<file path="config.mk">
export PLATFORM = sky130hd
export DESIGN_NAME = calendar_clock_counter
export DESIGN_NICKNAME = d
export VERILOG_FILES = /design/src/rtl/core/ccc_pkg.sv /design/src/rtl/core/ccc_ms_unit.sv /design/src/rtl/core/ccc_date_unit.sv /design/src/rtl/core/calendar_clock_counter.sv
export SDC_FILE = /design/constraint.sdc
export NUM_CORES = 1
export LEC_CHECK = 0
export ABC_AREA = 1
export BUFFER_PORTS_ARGS = -buffer_cell sky130_fd_sc_hd__buf_4
export CORE_ASPECT_RATIO = 1.5
export CORE_MARGIN = 3
export CORE_UTILIZATION = 40
export CTS_CLUSTER_DIAMETER = 30
export DETAILED_ROUTE_END_ITERATION = 6
export PLACE_DENSITY_LB_ADDON = 0.08
export RECOVER_POWER = 100
export SYNTH_ARGS = -nofsm -noshare
export SYNTH_HDL_FRONTEND = slang
export SYNTH_SLANG_ARGS = --single-unit
</file>
<file path="constraint.sdc">
create_clock -name clk_i -period 20.6 [get_ports clk_i]
set_input_delay 1.03 -clock clk_i [delete_from_list [all_inputs] [get_ports clk_i]]
set_output_delay 1.03 -clock clk_i [all_outputs]
set_load 0.005 [all_outputs]
</file>
<file path="src/rtl/core/ccc_pkg.sv">
`timescale 1ns / 1ps
// ----------------------------------------------------------------------------
// ccc_pkg: calendar clock counter shared definitions
// Operation codes, time fields, start time and the month length table.
// ----------------------------------------------------------------------------
package ccc_pkg;

  typedef enum logic [1:0] {
    OP_TICK      = 2'd0,
    OP_ADD       = 2'd1,
    OP_CLR_FLAGS = 2'd2,
    OP_CLR_TIME  = 2'd3
  } op_e;

  // calendar fields above the millisecond count
  typedef struct packed {
    logic [5:0]  sec;
    logic [5:0]  min;
    logic [4:0]  hour;
    logic [4:0]  day;
    logic [2:0]  wday;
    logic [3:0]  month;
    logic [15:0] year;
  } date_t;

  localparam logic [10:0] MS_LAST    = 11'd999;
  localparam logic [5:0]  SEC_LAST   = 6'd59;
  localparam logic [5:0]  MIN_LAST   = 6'd59;
  localparam logic [4:0]  HOUR_LAST  = 5'd23;
  localparam logic [2:0]  WDAY_LAST  = 3'd7;
  localparam logic [3:0]  MONTH_LAST = 4'd12;
  localparam logic [3:0]  FEB        = 4'd2;
  localparam logic [4:0]  LEAP_DAY   = 5'd29;

  localparam logic [1:0] MS_FLAG_NONE = 2'd0;
  localparam logic [1:0] MS_FLAG_ANY  = 2'd1;
  localparam logic [1:0] MS_FLAG_TEN  = 2'd2;
  localparam logic [1:0] MS_FLAG_HUND = 2'd3;

  localparam date_t DATE_START = '{
    sec:   6'd0,
    min:   6'd0,
    hour:  5'd0,
    day:   5'd1,
    wday:  3'd1,
    month: 4'd1,
    year:  16'd2010
  };

  localparam logic [4:0] MONTH_LEN [16] = '{
    5'd31, 5'd28, 5'd31, 5'd30, 5'd31, 5'd30, 5'd31, 5'd31,
    5'd30, 5'd31, 5'd30, 5'd31, 5'd31, 5'd31, 5'd31, 5'd31
  };

endpackage

</file>
<file path="src/rtl/core/ccc_ms_unit.sv">
`timescale 1ns / 1ps
// ----------------------------------------------------------------------------
// ccc_ms_unit: millisecond stage
// Next millisecond count, sticky display flag and the carry into seconds.
// ----------------------------------------------------------------------------
module ccc_ms_unit (
  input  ccc_pkg::op_e  op_i,
  input  logic [7:0]    step_ms_i,
  input  logic [10:0]   ms_q_i,
  input  logic [1:0]    ms_flag_q_i,
  output logic [10:0]   ms_d_o,
  output logic [1:0]    ms_flag_d_o,
  output logic          sec_carry_o
);
  import ccc_pkg::*;

  logic [10:0] ms_inc;
  logic [18:0] prod10;
  logic [17:0] prod100;
  logic [6:0]  quo10;
  logic [3:0]  quo100;
  logic [10:0] back10;
  logic [10:0] back100;
  logic        mul10;
  logic        mul100;
  logic        tick_wrap;
  logic [11:0] sum;
  logic        add_wrap;
  logic [1:0]  tick_flag;

  assign ms_inc = ms_q_i + 11'd1;

  // divide by 10 and 100 through reciprocal multiply, exact for counts up to 1000
  assign prod10  = {8'd0, ms_inc} * 19'd205;
  assign prod100 = {7'd0, ms_inc} * 18'd41;
  assign quo10   = prod10[17:11];
  assign quo100  = prod100[15:12];
  assign back10  = {1'b0, quo10, 3'd0} + {3'd0, quo10, 1'b0};
  assign back100 = {1'b0, quo100, 6'd0} + {2'd0, quo100, 5'd0} + {5'd0, quo100, 2'd0};
  assign mul10   = (back10 == ms_inc);
  assign mul100  = (back100 == ms_inc);
  assign tick_wrap = mul100 && (ms_inc > MS_LAST);

  assign sum      = {1'b0, ms_q_i} + {4'd0, step_ms_i};
  assign add_wrap = (sum > {1'b0, MS_LAST});

  always_comb begin
    if (mul100) begin
      tick_flag = MS_FLAG_HUND;
    end else if (mul10) begin
      tick_flag = MS_FLAG_TEN;
    end else if (ms_flag_q_i == MS_FLAG_NONE) begin
      tick_flag = MS_FLAG_ANY;
    end else begin
      tick_flag = ms_flag_q_i;
    end
  end

  always_comb begin
    ms_d_o      = ms_q_i;
    ms_flag_d_o = ms_flag_q_i;
    sec_carry_o = 1'b0;
    unique case (op_i)
      OP_TICK: begin
        ms_d_o      = tick_wrap ? 11'd0 : ms_inc;
        ms_flag_d_o = tick_flag;
        sec_carry_o = tick_wrap;
      end
      OP_ADD: begin
        // excess past one second is dropped
        ms_d_o      = add_wrap ? 11'd0 : sum[10:0];
        sec_carry_o = add_wrap;
      end
      OP_CLR_FLAGS: begin
        ms_flag_d_o = MS_FLAG_NONE;
      end
      OP_CLR_TIME: begin
        ms_d_o = 11'd0;
      end
      default: begin
        ms_d_o = ms_q_i;
      end
    endcase
  end

endmodule

</file>
<file path="src/rtl/core/ccc_date_unit.sv">
`timescale 1ns / 1ps
// ----------------------------------------------------------------------------
// ccc_date_unit: calendar carry chain
// Ripples a second carry through minutes, hours, days, months and years.
// ----------------------------------------------------------------------------
module ccc_date_unit (
  input  ccc_pkg::op_e   op_i,
  input  logic           sec_carry_i,
  input  ccc_pkg::date_t date_q_i,
  input  logic [3:0]     unit_flags_q_i,
  output ccc_pkg::date_t date_d_o,
  output logic [3:0]     unit_flags_d_o
);
  import ccc_pkg::*;

  logic [5:0]  sec_inc;
  logic [5:0]  min_inc;
  logic [4:0]  hour_inc;
  logic [4:0]  day_inc;
  logic [2:0]  wday_inc;
  logic [3:0]  month_inc;
  logic [4:0]  month_len;
  logic        sec_wrap;
  logic        min_wrap;
  logic        hour_wrap;
  logic        leap_extra;
  logic        day_over;
  logic        month_wrap;
  date_t       adv;

  assign sec_inc   = date_q_i.sec + 6'd1;
  assign min_inc   = date_q_i.min + 6'd1;
  assign hour_inc  = date_q_i.hour + 5'd1;
  assign day_inc   = date_q_i.day + 5'd1;
  assign wday_inc  = date_q_i.wday + 3'd1;
  assign month_inc = date_q_i.month + 4'd1;
  assign month_len = MONTH_LEN[date_q_i.month - 4'd1];

  assign sec_wrap  = sec_carry_i && (sec_inc > SEC_LAST);
  assign min_wrap  = sec_wrap && (min_inc > MIN_LAST);
  assign hour_wrap = min_wrap && (hour_inc > HOUR_LAST);

  // february of a year divisible by four keeps day 29
  assign leap_extra = (date_q_i.month == FEB) && (date_q_i.year[1:0] == 2'd0) &&
                      (day_inc == LEAP_DAY);
  // compared before the increment, day 31 plus one does not fit the field
  assign day_over   = (date_q_i.day >= month_len) && !leap_extra;
  assign month_wrap = hour_wrap && day_over && (month_inc > MONTH_LAST);

  always_comb begin
    adv = date_q_i;
    if (sec_carry_i) begin
      adv.sec = sec_wrap ? 6'd0 : sec_inc;
    end
    if (sec_wrap) begin
      adv.min = min_wrap ? 6'd0 : min_inc;
    end
    if (min_wrap) begin
      adv.hour = hour_wrap ? 5'd0 : hour_inc;
    end
    if (hour_wrap) begin
      adv.wday = (date_q_i.wday >= WDAY_LAST) ? 3'd1 : wday_inc;
      adv.day  = day_over ? 5'd1 : day_inc;
      if (day_over) begin
        adv.month = month_wrap ? 4'd1 : month_inc;
      end
    end
    if (month_wrap) begin
      adv.year = date_q_i.year + 16'd1;
    end
  end

  always_comb begin
    date_d_o       = adv;
    unit_flags_d_o = unit_flags_q_i | {hour_wrap, min_wrap, sec_wrap, sec_carry_i};
    unique case (op_i)
      OP_CLR_FLAGS: begin
        unit_flags_d_o = 4'd0;
      end
      OP_CLR_TIME: begin
        date_d_o       = DATE_START;
        unit_flags_d_o = unit_flags_q_i;
      end
      OP_TICK, OP_ADD: begin
        date_d_o = adv;
      end
      default: begin
        date_d_o = adv;
      end
    endcase
  end

endmodule

</file>
<file path="src/rtl/core/calendar_clock_counter.sv">
`timescale 1ns / 1ps
// an accepted transaction goes to the input register and then updates the time
// registers, which also hold the result; throughput: one transaction per cycle
// while the receiver takes results, a held result stalls the input
// reset: time is 2010-01-01 00:00:00.000, weekday 1, flags cleared, no result
// pending
// ----------------------------------------------------------------------------
// calendar_clock_counter: millisecond through year calendar clock
// Ticks, steps, clears flags or restarts the time, one result per item.
// ----------------------------------------------------------------------------
module calendar_clock_counter (
  input  logic        clk_i,
  input  logic        rst_ni,
  input  logic        in_valid_i,
  output logic        in_ready_o,
  input  logic [1:0]  operation_i,
  input  logic [7:0]  step_ms_i,
  output logic        out_valid_o,
  input  logic        out_ready_i,
  output logic [10:0] millis_o,
  output logic [5:0]  secs_o,
  output logic [5:0]  mins_o,
  output logic [4:0]  hrs_o,
  output logic [4:0]  day_of_month_o,
  output logic [2:0]  weekday_o,
  output logic [3:0]  month_num_o,
  output logic [15:0] year_num_o,
  output logic [1:0]  ms_flag_o,
  output logic [3:0]  unit_flags_o
);
  import ccc_pkg::*;

  logic        in_valid_q;
  op_e         op_q;
  logic [7:0]  step_q;
  logic        out_valid_q;
  logic        advance;

  logic [10:0] ms_q, ms_d;
  logic [1:0]  ms_flag_q, ms_flag_d;
  logic [3:0]  unit_flags_q, unit_flags_d;
  date_t       date_q, date_d;
  logic        sec_carry;

  // the state registers are the result register; they move only when it frees up
  assign advance    = in_valid_q && (!out_valid_q || out_ready_i);
  assign in_ready_o = !in_valid_q || advance;

  always_ff @(posedge clk_i or negedge rst_ni) begin
    if (!rst_ni) begin
      in_valid_q <= 1'b0;
    end else if (in_ready_o) begin
      in_valid_q <= in_valid_i;
    end
  end

  always_ff @(posedge clk_i) begin
    if (in_ready_o && in_valid_i) begin
      op_q   <= op_e'(operation_i);
      step_q <= step_ms_i;
    end
  end

  ccc_ms_unit u_ms (
    .op_i        (op_q),
    .step_ms_i   (step_q),
    .ms_q_i      (ms_q),
    .ms_flag_q_i (ms_flag_q),
    .ms_d_o      (ms_d),
    .ms_flag_d_o (ms_flag_d),
    .sec_carry_o (sec_carry)
  );

  ccc_date_unit u_date (
    .op_i           (op_q),
    .sec_carry_i    (sec_carry),
    .date_q_i       (date_q),
    .unit_flags_q_i (unit_flags_q),
    .date_d_o       (date_d),
    .unit_flags_d_o (unit_flags_d)
  );

  always_ff @(posedge clk_i or negedge rst_ni) begin
    if (!rst_ni) begin
      out_valid_q  <= 1'b0;
      ms_q         <= 11'd0;
      ms_flag_q    <= MS_FLAG_NONE;
      unit_flags_q <= 4'd0;
      date_q       <= DATE_START;
    end else begin
      if (advance) begin
        out_valid_q  <= 1'b1;
        ms_q         <= ms_d;
        ms_flag_q    <= ms_flag_d;
        unit_flags_q <= unit_flags_d;
        date_q       <= date_d;
      end else if (out_ready_i) begin
        out_valid_q <= 1'b0;
      end
    end
  end

  assign out_valid_o    = out_valid_q;
  assign millis_o       = ms_q;
  assign secs_o         = date_q.sec;
  assign mins_o         = date_q.min;
  assign hrs_o          = date_q.hour;
  assign day_of_month_o = date_q.day;
  assign weekday_o      = date_q.wday;
  assign month_num_o    = date_q.month;
  assign year_num_o     = date_q.year;
  assign ms_flag_o      = ms_flag_q;
  assign unit_flags_o   = unit_flags_q;

`ifndef NO_ASSERTIONS
  // millisecond count never passes the last value of a second
  a_ms_range: assert property (@(posedge clk_i) disable iff (!rst_ni)
    ms_q <= MS_LAST)
    else $error("millisecond count out of range");

  // input side only blocks behind a held result with work waiting
  a_ready_stall: assert property (@(posedge clk_i) disable iff (!rst_ni)
    !in_ready_o |-> (in_valid_q && out_valid_q && !out_ready_i))
    else $error("input stalled without a held result");

  // a held result keeps the time unchanged
  a_hold_time: assert property (@(posedge clk_i) disable iff (!rst_ni)
    (out_valid_q && !out_ready_i) |=> ($stable(ms_q) && $stable(date_q) &&
                                       $stable(unit_flags_q) && $stable(ms_flag_q)))
    else $error("time changed while a result was held");

  // calendar fields stay in their ranges
  a_date_range: assert property (@(posedge clk_i) disable iff (!rst_ni)
    (date_q.wday != 3'd0) && (date_q.day != 5'd0) && (date_q.month != 4'd0) &&
    (date_q.month <= MONTH_LAST) && (date_q.hour <= HOUR_LAST))
    else $error("calendar field out of range");
`endif

endmodule

</file>
# Yosys cells after proc, flatten, opt, wreduce, memory -nomap -nowiden
# Memory sizes are Yosys's and may differ from the RTL's.
# Cells that the tools add are included.
dict set report totals {
  rom_bits 80
  regBits 74
  n_memories 1
}
# name words width read_ports rd_clocked_by_memory_dff wr line_no
set mem_list {}
lappend mem_list {{(no name shown)} 16 5 1 0 0 ccc_date_unit.sv:37} ;# assign month_len = MONTH_LEN[date_q_i.month - 4'd1];
dict set report classes {
  n_reduce_logical 37
  n_eq_ne 8
  addsub 13
  bitwise_logic 3
  order_cmp 9
  n_mux 26
  multipliers 2
}
# op n
set ops {}
lappend ops {{$mux 45} 1}
lappend ops {{$pmux 11 s3} 1}
lappend ops {{$mux 5} 5}
lappend ops {{$mux 6} 4}
lappend ops {{$eq 11x11->1} 2}
lappend ops {{$mux 11} 2}
lappend ops {{$mul 11x8->18 const B} 1}
lappend ops {{$add 16x1->16 const B} 1}
lappend ops {{$mul 11x6->16 const B} 1}
lappend ops {{$mux 16} 1}
lappend ops {{$reduce_bool 2->1} 8}
lappend ops {{$reduce_and 2->1} 7}
lappend ops {{$add 11x8->12} 1}
lappend ops {{$add 6x1->6 const B} 2}
lappend ops {{$gt 12x10->1 const B} 1}
lappend ops {{$gt 6x6->1 const B} 2}
lappend ops {{$mux 12} 1}
lappend ops {{$add 10x8->11} 1}
lappend ops {{$add 10x9->11} 1}
lappend ops {{$add 11x1->11 const B} 1}
lappend ops {{$add 11x6->11} 1}
lappend ops {{$gt 11x10->1 const B} 1}
lappend ops {{$logic_and 1x1->1} 11}
lappend ops {{$add 5x1->5 const B} 2}
lappend ops {{28 further kinds} 39}

# Logic depth before layout (Yosys ltp)
# Gate-level depths: netlist of the first run.
dict set report logic_depth {
  depth_word 16
  depth_mapped 44
  ltp_nobuf 43
}

# Cells and area by module
# From an unflattened synthesis of the first run, not the netlist that was laid out.
dict set report hier_totals {
  hier_cells 1343
  area_unflattened_um2 9307.7
}
# module instances cells_per_inst area_per_inst_um2
set modules_own_cells {}
lappend modules_own_cells {ccc_ms_unit 1 721 4625.7}
lappend modules_own_cells {calendar_clock_counter 1 287 2850.2}
lappend modules_own_cells {ccc_date_unit 1 335 1831.8}

# Worst setup path after synthesis of the first run
# No wires, ideal clock.
dict set report synth_timing {
  path_kind {register to register}
  startpoint {register ms_q[1] (netlist: millis_o[1])}
  endpoint {register ms_flag_q[0] (netlist: ms_flag_o[0])}
  arrival_time_ns 6.404
  required_ns 20.481
  path_buffers 0
  path_stages_with_launch 38
  path_slack_ns 14.077
  setup_ns 0.119
  path_cell_list {dfrtp_1 > ha_1 > nand2_2 > nor2_4 > nand3_1 > xor2_2 > ha_1 > inv_1 > fa_1 > inv_1 > fa_1 > inv_1 > fa_1 > inv_1 > ha_1 > nand2_1 > inv_1 > a21boi_0 > (+2 left out) > nand2_1 > nand2_1 > nand2_1 > xor2_1 > ha_1 > fa_1 > a21oi_1 > o21bai_1 > xor2_1 > xnor2_1 > nor2_1 > nand4_1 > nor3_1 > nand4_1 > nand3_1 > nand2_1 > nand2_1 > nand2_1}
}
dict set report synth_between {
  elab_chain_len 7
}
# item line_no
set synth_rtl {}
lappend synth_rtl {{start, declared} calendar_clock_counter.sv:39} ;# logic [10:0] ms_q, ms_d;
lappend synth_rtl {{start signal, assigned} calendar_clock_counter.sv:93} ;# ms_q <= ms_d;
lappend synth_rtl {{$add 11x1->11 *} ccc_ms_unit.sv:31} ;# assign ms_inc = ms_q_i + 11'd1;
lappend synth_rtl {{$mul 11x6->16 or $mul 11x8->18 (tied branches)} {ccc_ms_unit.sv:35, ccc_ms_unit.sv:34}}
lappend synth_rtl {{$add 10x9->11 or $add 10x8->11 (tied branches)} {ccc_ms_unit.sv:39, ccc_ms_unit.sv:38}}
lappend synth_rtl {{$add 11x6->11 or $eq 11x11->1 (tied branches)} {ccc_ms_unit.sv:39, ccc_ms_unit.sv:40}}
lappend synth_rtl {{$eq 11x11->1 or $mux 2 (tied branches)} {ccc_ms_unit.sv:41, ccc_ms_unit.sv:50}}
lappend synth_rtl {{$ne 4x1->1 (no source line) or $mux 2 (tied branches)} --}
lappend synth_rtl {{$reduce_and 3->1 (no source line) or $pmux 2 s2 (tied branches)} --}
lappend synth_rtl {{end signal, assigned} calendar_clock_counter.sv:94} ;# ms_flag_q <= ms_flag_d;
lappend synth_rtl {{end, declared} calendar_clock_counter.sv:40} ;# logic [1:0] ms_flag_q, ms_flag_d;
# Mark *: on every way between the ends. The rest lies on a longest branch, timed or not.
# A chain may end at the register's enable or synchronous reset.

# Final worst setup path of the first run
dict set report layout_timing {
  startpoint {register ms_q[1] (netlist: millis_o[1])}
  endpoint {register date_q (netlist bit year_num_o[3])}
}
dict set report layout_between {
  elab_chain_len 14
}
# item line_no
set layout_rtl {}
lappend layout_rtl {{$add 11x1->11} ccc_ms_unit.sv:31}
lappend layout_rtl {{$mul 11x6->16} ccc_ms_unit.sv:35} ;# assign prod100 = {7'd0, ms_inc} * 18'd41;
lappend layout_rtl {{$add 10x9->11} ccc_ms_unit.sv:39} ;# assign back100 = {1'b0, quo100, 6'd0} + {2'd0, quo100, 5'd0} + {5'd0, quo100, 2'd0};
lappend layout_rtl {{$add 11x6->11} ccc_ms_unit.sv:39}
lappend layout_rtl {{$eq 11x11->1} ccc_ms_unit.sv:41} ;# assign mul100 = (back100 == ms_inc);
lappend layout_rtl {{$logic_and 1x1->1} ccc_ms_unit.sv:42} ;# assign tick_wrap = mul100 && (ms_inc > MS_LAST);
lappend layout_rtl {{$pmux 1 s2 *} ccc_ms_unit.sv:63} ;# unique case (op_i)
lappend layout_rtl {{$logic_and 1x1->1 *} ccc_date_unit.sv:39} ;# assign sec_wrap = sec_carry_i && (sec_inc > SEC_LAST);
lappend layout_rtl {{$logic_and 1x1->1 *} ccc_date_unit.sv:40} ;# assign min_wrap = sec_wrap && (min_inc > MIN_LAST);
lappend layout_rtl {{$logic_and 1x1->1 *} ccc_date_unit.sv:41} ;# assign hour_wrap = min_wrap && (hour_inc > HOUR_LAST);
lappend layout_rtl {{$logic_and 1x1->1 * (2 in a row)} ccc_date_unit.sv:48} ;# assign month_wrap = hour_wrap && day_over && (month_inc > MONTH_LAST);
lappend layout_rtl {{$reduce_bool 2->1 (no source line) *} --}
lappend layout_rtl {{$reduce_and 2->1 (no source line) *} --}
lappend layout_rtl {{end signal, assigned} calendar_clock_counter.sv:96} ;# date_q <= date_d;
lappend layout_rtl {{end, declared} calendar_clock_counter.sv:42} ;# date_t date_q, date_d;
# Marked as above.

==> flow_summary_export.csv, run 1 <==
group,metric,value,unit
sta,setup_viol,0,
detailed_routing,drt_first_pass_iters,4,
placed_design,final_replace_weighted_congestion,0.836,
critical_path,timing.critical_path.slowest_cell_delay,0.90,ns
detailed_routing,route.detailed.wl_per_inst,15.3,um
sta,layout_min_cycle_time,8.38,ns
logic_synthesis,synth_simple_gate_area_share,0.241,
grt,grt_pass1_wl,34100,um
grt,grt.overflow.total,0,
floorplan,num_rows,62,
placed_design,dp_hpwl,16500,um
finish,syn2layout_area_growth,11.3,%
critical_path,critical_path.slowest_cell,"sky130_fd_sc_hd__xor2_1",
critical_path,crit_fanout,31,
clock_tree,clock_path_buffers,2,
logic_synthesis,postSynth.topFlopCell,"sky130_fd_sc_hd__dfrtp_1",
finish,postLayoutCoreUtil,0.457,
critical_path,critical_path_arrival,8.60,ns
clock_tree,number_of_gates_resized_after_cts,0,
floorplan,initial_utilization,0.410,
grt,grt_start_max_net_pins,65,
finish,layout.cells.most_common_list,"225 x sky130_fd_sc_hd__nand2_1, 147 x sky130_fd_sc_hd__inv_1, 116 x sky130_fd_sc_hd__ha_1",
detailed_routing,drt-vias-per-instance,5.03,
floorplan,ioPinCount,78,
sta,post-route-period-util,0.407,
floorplan,die_w,121,um
logic_synthesis,synth_compound_gate_area_share,0.109,
logic_synthesis,post_synth_num_cell_types,50,
logic_synthesis,xor_xnor_share_of_the_synthesized_area,0.0726,
logic_synthesis,ys.warnings.count,0,
logic_synthesis,seq_area_frac_synth,0.242,
run_status,failing_checks,"capacitance limit, slew limit",
logic_synthesis,synth.mux.area_fraction,0,
finish,n_antenna_cell,0,
clock_tree,tritoncts,"yes",
grt,groute.layer.met3.usage,0.0244,
detailed_routing,routed_wirelength,20500,um
clock_tree,cts_hold_buffers,0,
detailed_routing,drt-initial-drc-count,270,
grt,met1_usage,0.221,
floorplan,core_area,19300,um2
worst_hold_path,min_path_type,"flip-flop to flip-flop",
logic_synthesis,netlist_area,7930,um2
logic_synthesis,synth_seq_cells,74,
grt,first_global_vias,7046,
placed_design,port-buffer-count,77,
logic_synthesis,syn_inst,1008,
flow_run,cap_viol_max_count,1,
sta,fin_worst_skew,0.00662,ns
finish,post_route_cells_drive_above_1_share,0.106,
finish,num-fill-cells,1992,
logic_synthesis,postSynthAreaPerCell,7.86,um2
run_status,result_of_the_run,"finished with violations",
finish,fin_nets,1236,
finish,final_common_cell,"sky130_fd_sc_hd__nand2_1",
clock_tree,cts_inserted_buffers,9,
sta,setup_repair_after_global_routing_missed_its_margin,"no",
critical_path,crit_required,20.82,ns
detailed_routing,detail-route-antenna-nets,0,
critical_path,setup.worst_path.class,"flip-flop to flip-flop",
grt,grtUsageTotal,0.198,
logic_synthesis,synth_fa_ha_area_frac,0.251,
sta,maxSlewViolCount,65,
clock_tree,insertion_delay,0.33,ns
clock_tree,cts_root_buf,"sky130_fd_sc_hd__clkbuf_16",
critical_path,endpoint_kind,"flip-flop",
clock_tree,cts_sinks,74,
sta,worst_slew_margin_rel,-1.40,
detailed_routing,vias,6742,
floorplan,fp.dieH,178,um
floorplan,total_die_area,21600,um2
sta,worst-slew-pin-transition,3.60,ns
logic_synthesis,synth_top_family_by_area,"adder cells",
clock_tree,clk_pin_slew,0.06,ns
logic_synthesis,synthArstFlopShare,0.865,
sta,setup-tns-final,0,ns
detailed_routing,remaining_drc_errors,0,
sta,timing.fmax,119,MHz
logic_synthesis,synth_fp_nets,1165,
logic_synthesis,synth-edff-count,10,
clock_tree,cts-htree-levels,3,
sta,hold_violations,0,
grt,gr-max-usage-layer,"met2",
clock_tree,cts_setup_buffers,0,
critical_path,start_kind,"flip-flop",
grt,globalRouteMet2Util,0.384,
grt,grt_antenna_before_repair,0,
[synthesized netlist by cell type, types with 15 or more instances]
cell type / number / share of area
sky130_fd_sc_hd__fa_1: 27 / 0.068
sky130_fd_sc_hd__a21oi_1: 44 / 0.028
sky130_fd_sc_hd__inv_1: 147 / 0.070
sky130_fd_sc_hd__ha_1: 116 / 0.18
sky130_fd_sc_hd__nor2_1: 56 / 0.027
sky130_fd_sc_hd__o21ai_0: 36 / 0.023
sky130_fd_sc_hd__dfrtp_1: 53 / 0.17
sky130_fd_sc_hd__o21ai_2: 15 / 0.017
sky130_fd_sc_hd__nand2_2: 21 / 0.017
sky130_fd_sc_hd__nor3_1: 16 / 0.010
sky130_fd_sc_hd__nand3_1: 63 / 0.040
sky130_fd_sc_hd__nand4_1: 16 / 0.013
sky130_fd_sc_hd__xor2_1: 45 / 0.050
sky130_fd_sc_hd__nand2_1: 220 / 0.10
[stage by stage]
step                      hold WS, ns  cell area, um2  worst slack (ns)  instances
final                           0.502            8830             12.22       1340
after global routing            0.544            8830             11.34       1340
after CTS                       0.494            8990             13.07       1340
after detailed placement        0.483            8730             13.10       1324
after global placement          0.480            8730             13.11       1324
after floorplan                 0.470            7930             14.08       1008
[path summary, 6_finish.rpt]
path                               from                 to  slack, ns  cells after the start
setup / recovery            millis_o[1]      year_num_o[3]      12.22                     31
hold / removal             ms_flag_o[1]       ms_flag_o[1]       0.50                      2
setup reg to reg            millis_o[1]      year_num_o[3]      12.22                     31
hold reg to reg            ms_flag_o[1]       ms_flag_o[1]       0.50                      2
max in group asynchronous        rst_ni  day_of_month_o[2]      16.65                      1
min in group asynchronous        rst_ni          mins_o[2]       1.93                      1
[critical path, delay by kind of cell (launching register included)]
kind	cells	cell delay, ns
and+or+nand+nor	16	2.87
adders and majority gates	7	2.27
xor gates and xnor gates	4	1.61
AOI/OAI and AO/OA	3	0.93
DFF	1	0.54
buffers and inverters	1	0.05
[kinds of logic (layout without fill, tap and decap cells)]
group,Yosys count,in the layout
simple gates,420,420
buf+inv,169,245
fa+ha+maj,143,143
compound gates,142,142
flops,74,74
xor+xnor,60,60
[final cells by class]
type	instances	area [um2]	share of cell area
well taps	256	320	0.0363
clock inverters	4	20.0	0.00227
clock buffers	12	236	0.0268
multi-input cells	765	5230	0.592
inverters	152	571	0.0646
repair buffers	77	537	0.0608
flip-flops and latches	74	1920	0.217
[sequential cells by signal (all words and copies together) (netlist names)]
| signal | count |
|---|---|
| month_num_o | 4 |
| out_valid_o | 1 |
| hrs_o | 5 |
| step_q | 8 |
| unit_flags_o | 4 |
| millis_o | 11 |
| weekday_o | 3 |
| day_of_month_o | 5 |
| mins_o | 6 |
| year_num_o | 16 |
| in_valid_q | 1 |
| op_q | 2 |
| ms_flag_o | 2 |
| secs_o | 6 |
[metal layers]
| metal | share of wire | vias up |
|---|---|---|
| li1 | - | 3448 |
| met1 | 0.41 | 3171 |
| met2 | 0.54 | 95 |
| met3 | 0.027 | 28 |
| met4 | 0.020 | 0 |
| met5 | 0 | - |
Power of run 1 is not shown: default switching activity piles up to over one toggle a cycle in this logic, so the estimate is an artifact.
==> run 2: changes to the inputs <==
Clock period 20.6 ns to 7.7 ns, I/O delays scaled along.
==> run 2 against run 1 <==
The run still ends with capacitance limit, slew limit left. Utilization up 1.0 points. Global-route usage down 0.25 points. Wire length down 0.97%. Cell area up 2.2%. Critical path type unchanged. Critical endpoint is now ms_flag_o[0]. Largest cell class unchanged. Highest routed layer unchanged.
==> flow_summary_export.csv, run 2 (same netlist as run 1, synthesis figures left out) <==
group,metric,value,unit
run_status,result_of_the_run,"finished with violations",
run_status,failing_checks,"capacitance limit, slew limit",
floorplan,num_rows,62,
floorplan,initial_utilization,0.410,
floorplan,core_area,19300,um2
detailed_routing,drt-vias-per-instance,4.98,
placed_design,final_replace_weighted_congestion,0.839,
grt,grt.overflow.total,0,
finish,n_antenna_cell,0,
detailed_routing,drt_first_pass_iters,5,
detailed_routing,remaining_drc_errors,0,
grt,grt_pass1_wl,34000,um
critical_path,critical_path.slowest_cell,"sky130_fd_sc_hd__fa_1",
flow_run,cap_viol_max_count,1,
critical_path,timing.critical_path.slowest_cell_delay,0.53,ns
sta,maxSlewViolCount,65,
finish,num-fill-cells,1959,
critical_path,endpoint_kind,"flip-flop",
clock_tree,cts-htree-levels,3,
finish,post_route_cells_drive_above_1_share,0.139,
critical_path,crit_required,7.91,ns
floorplan,ioPinCount,78,
critical_path,worst_r2r_start,"millis_o[0]",
sta,hold_violations,0,
finish,largest_register_ff_count,16,
detailed_routing,drt-initial-drc-count,316,
grt,first_global_vias,6792,
clock_tree,tritoncts,"yes",
sta,worst_slew_margin_rel,-1.37,
sta,setup-tns-final,0,ns
worst_hold_path,min_path_type,"input port to flip-flop",
critical_path,critical_path_arrival,7.19,ns
clock_tree,clk_pin_slew,0.06,ns
worst_hold_path,timing.hold.worst_path_depth,1,
critical_path,critical_path.most_common_cell,"sky130_fd_sc_hd__nand2_1",
placed_design,port-buffer-count,77,
placed_design,dp_hpwl,16500,um
worst_hold_path,worst_hold_path.endpoint,"step_q[2]",
critical_path,worst_r2r_path_depth,40,
sta,worst-slew-pin-transition,3.56,ns
critical_path,reg2reg_to,"ms_flag_o[0]",
critical_path,setup.worst_path.class,"flip-flop to flip-flop",
clock_tree,insertion_delay,0.33,ns
sta,fin_worst_skew,0.00972,ns
detailed_routing,vias,6707,
clock_tree,clock_path_buffers,2,
sta,setup_viol,0,
critical_path,crit_fanout,10,
sta,post-route-period-util,0.906,
finish,final_common_cell,"sky130_fd_sc_hd__nand2_1",
clock_tree,cts_inserted_buffers,9,
critical_path,start_kind,"flip-flop",
grt,grt_start_max_net_pins,65,
clock_tree,cts_hold_buffers,0,
critical_path,timing.reg2reg.setup_slack,0.72,ns
sta,timing.fmax,143,MHz
clock_tree,cts_root_buf,"sky130_fd_sc_hd__clkbuf_16",
worst_hold_path,holdCritStartpoint,"step_ms_i[2]",
sta,setup_repair_after_global_routing_missed_its_margin,"no",
floorplan,die_w,121,um
detailed_routing,route.detailed.wl_per_inst,15.1,um
sta,layout_min_cycle_time,6.98,ns
clock_tree,cts_sinks,74,
detailed_routing,detail-route-antenna-nets,0,
grt,grt_antenna_before_repair,0,
floorplan,fp.dieH,178,um
finish,layout.cells.most_common_list,"219 x sky130_fd_sc_hd__nand2_1, 147 x sky130_fd_sc_hd__inv_1, 116 x sky130_fd_sc_hd__ha_1",
grt,grtUsageTotal,0.196,
detailed_routing,routed_wirelength,20300,um
floorplan,total_die_area,21600,um2
finish,syn2layout_area_growth,13.8,%
finish,fin_nets,1242,
[run 2: changes by cell type in the layout (fill, tap and decap cells not counted), sizes merged]
cell      previous run  this run
buf                 12        21
clkbuf              77        72
clkinvlp             0         2
inv                152       153
clkinv               4         3
[run 2: routing by layer]
layer | share of wire | GRT usage
met3 | 0.033 | 0.0263
met2 | 0.54 | 0.369
met1 | 0.41 | 0.229
met5 | 0 | 0
met4 | 0.018 | 0.0548
[run 2: metrics by stage]
step / hold slack, ns / cells / util / setup slack [ns] / cell area (um2)
after CTS: 0.187 / 1343 / 0.467 / 0.482 / 9020
after floorplan: 0.0894 / 1008 / - / 1.18 / 7930
after global routing: 0.240 / 1346 / 0.467 / 0.00837 / 9020
after detailed placement: 0.478 / 1327 / 0.453 / 0.521 / 8750
after global placement: 0.480 / 1327 / 0.453 / 0.607 / 8750
final: 0.247 / 1346 / 0.467 / 0.720 / 9020
[run 2: how the worst max path moves through the flow]
stage / start / end / slack (ns) / depth (start not counted)
after global placement: millis_o[1] / ms_flag_o[0] / 0.61 / 37
after global routing: millis_o[0] / ms_flag_o[0] / 0.008 / 40
after floorplan: millis_o[1] / ms_flag_o[0] / 1.18 / 37
after detailed placement: millis_o[1] / ms_flag_o[0] / 0.52 / 37
after CTS: millis_o[1] / ms_flag_o[0] / 0.48 / 37
final: millis_o[0] / ms_flag_o[0] / 0.72 / 40
[run 2: area by class of cell]
cell class	count	area (um2)	share of cell area
multi-input combinational	765	5360	0.594
sequential	74	1920	0.213
timing repair buffer	83	582	0.0645
inverter	152	571	0.0632
tap	256	320	0.0355
clock buffer	10	229	0.0254
clock inverter	6	42.5	0.00472
[run 2: worst max-delay path: cells and delay by family, from the launching register on]
kind                       cells  cell delay [ns]
DFF                            1             0.48
xor gates and xnor gates       4             0.72
and+or+nand+nor               21             2.08
adders and majority gates      7             2.74
buffers and inverters          6             0.46
AOI/OAI and AO/OA              2             0.39
[run 2: repair_timing]
item,in CTS,in global routing
buffers inserted,0,3
endpoints found under the setup margin,0,14
hold endpoints to repair,0,0
resized for setup,0,5
Power of run 2 is left out for the same reason.
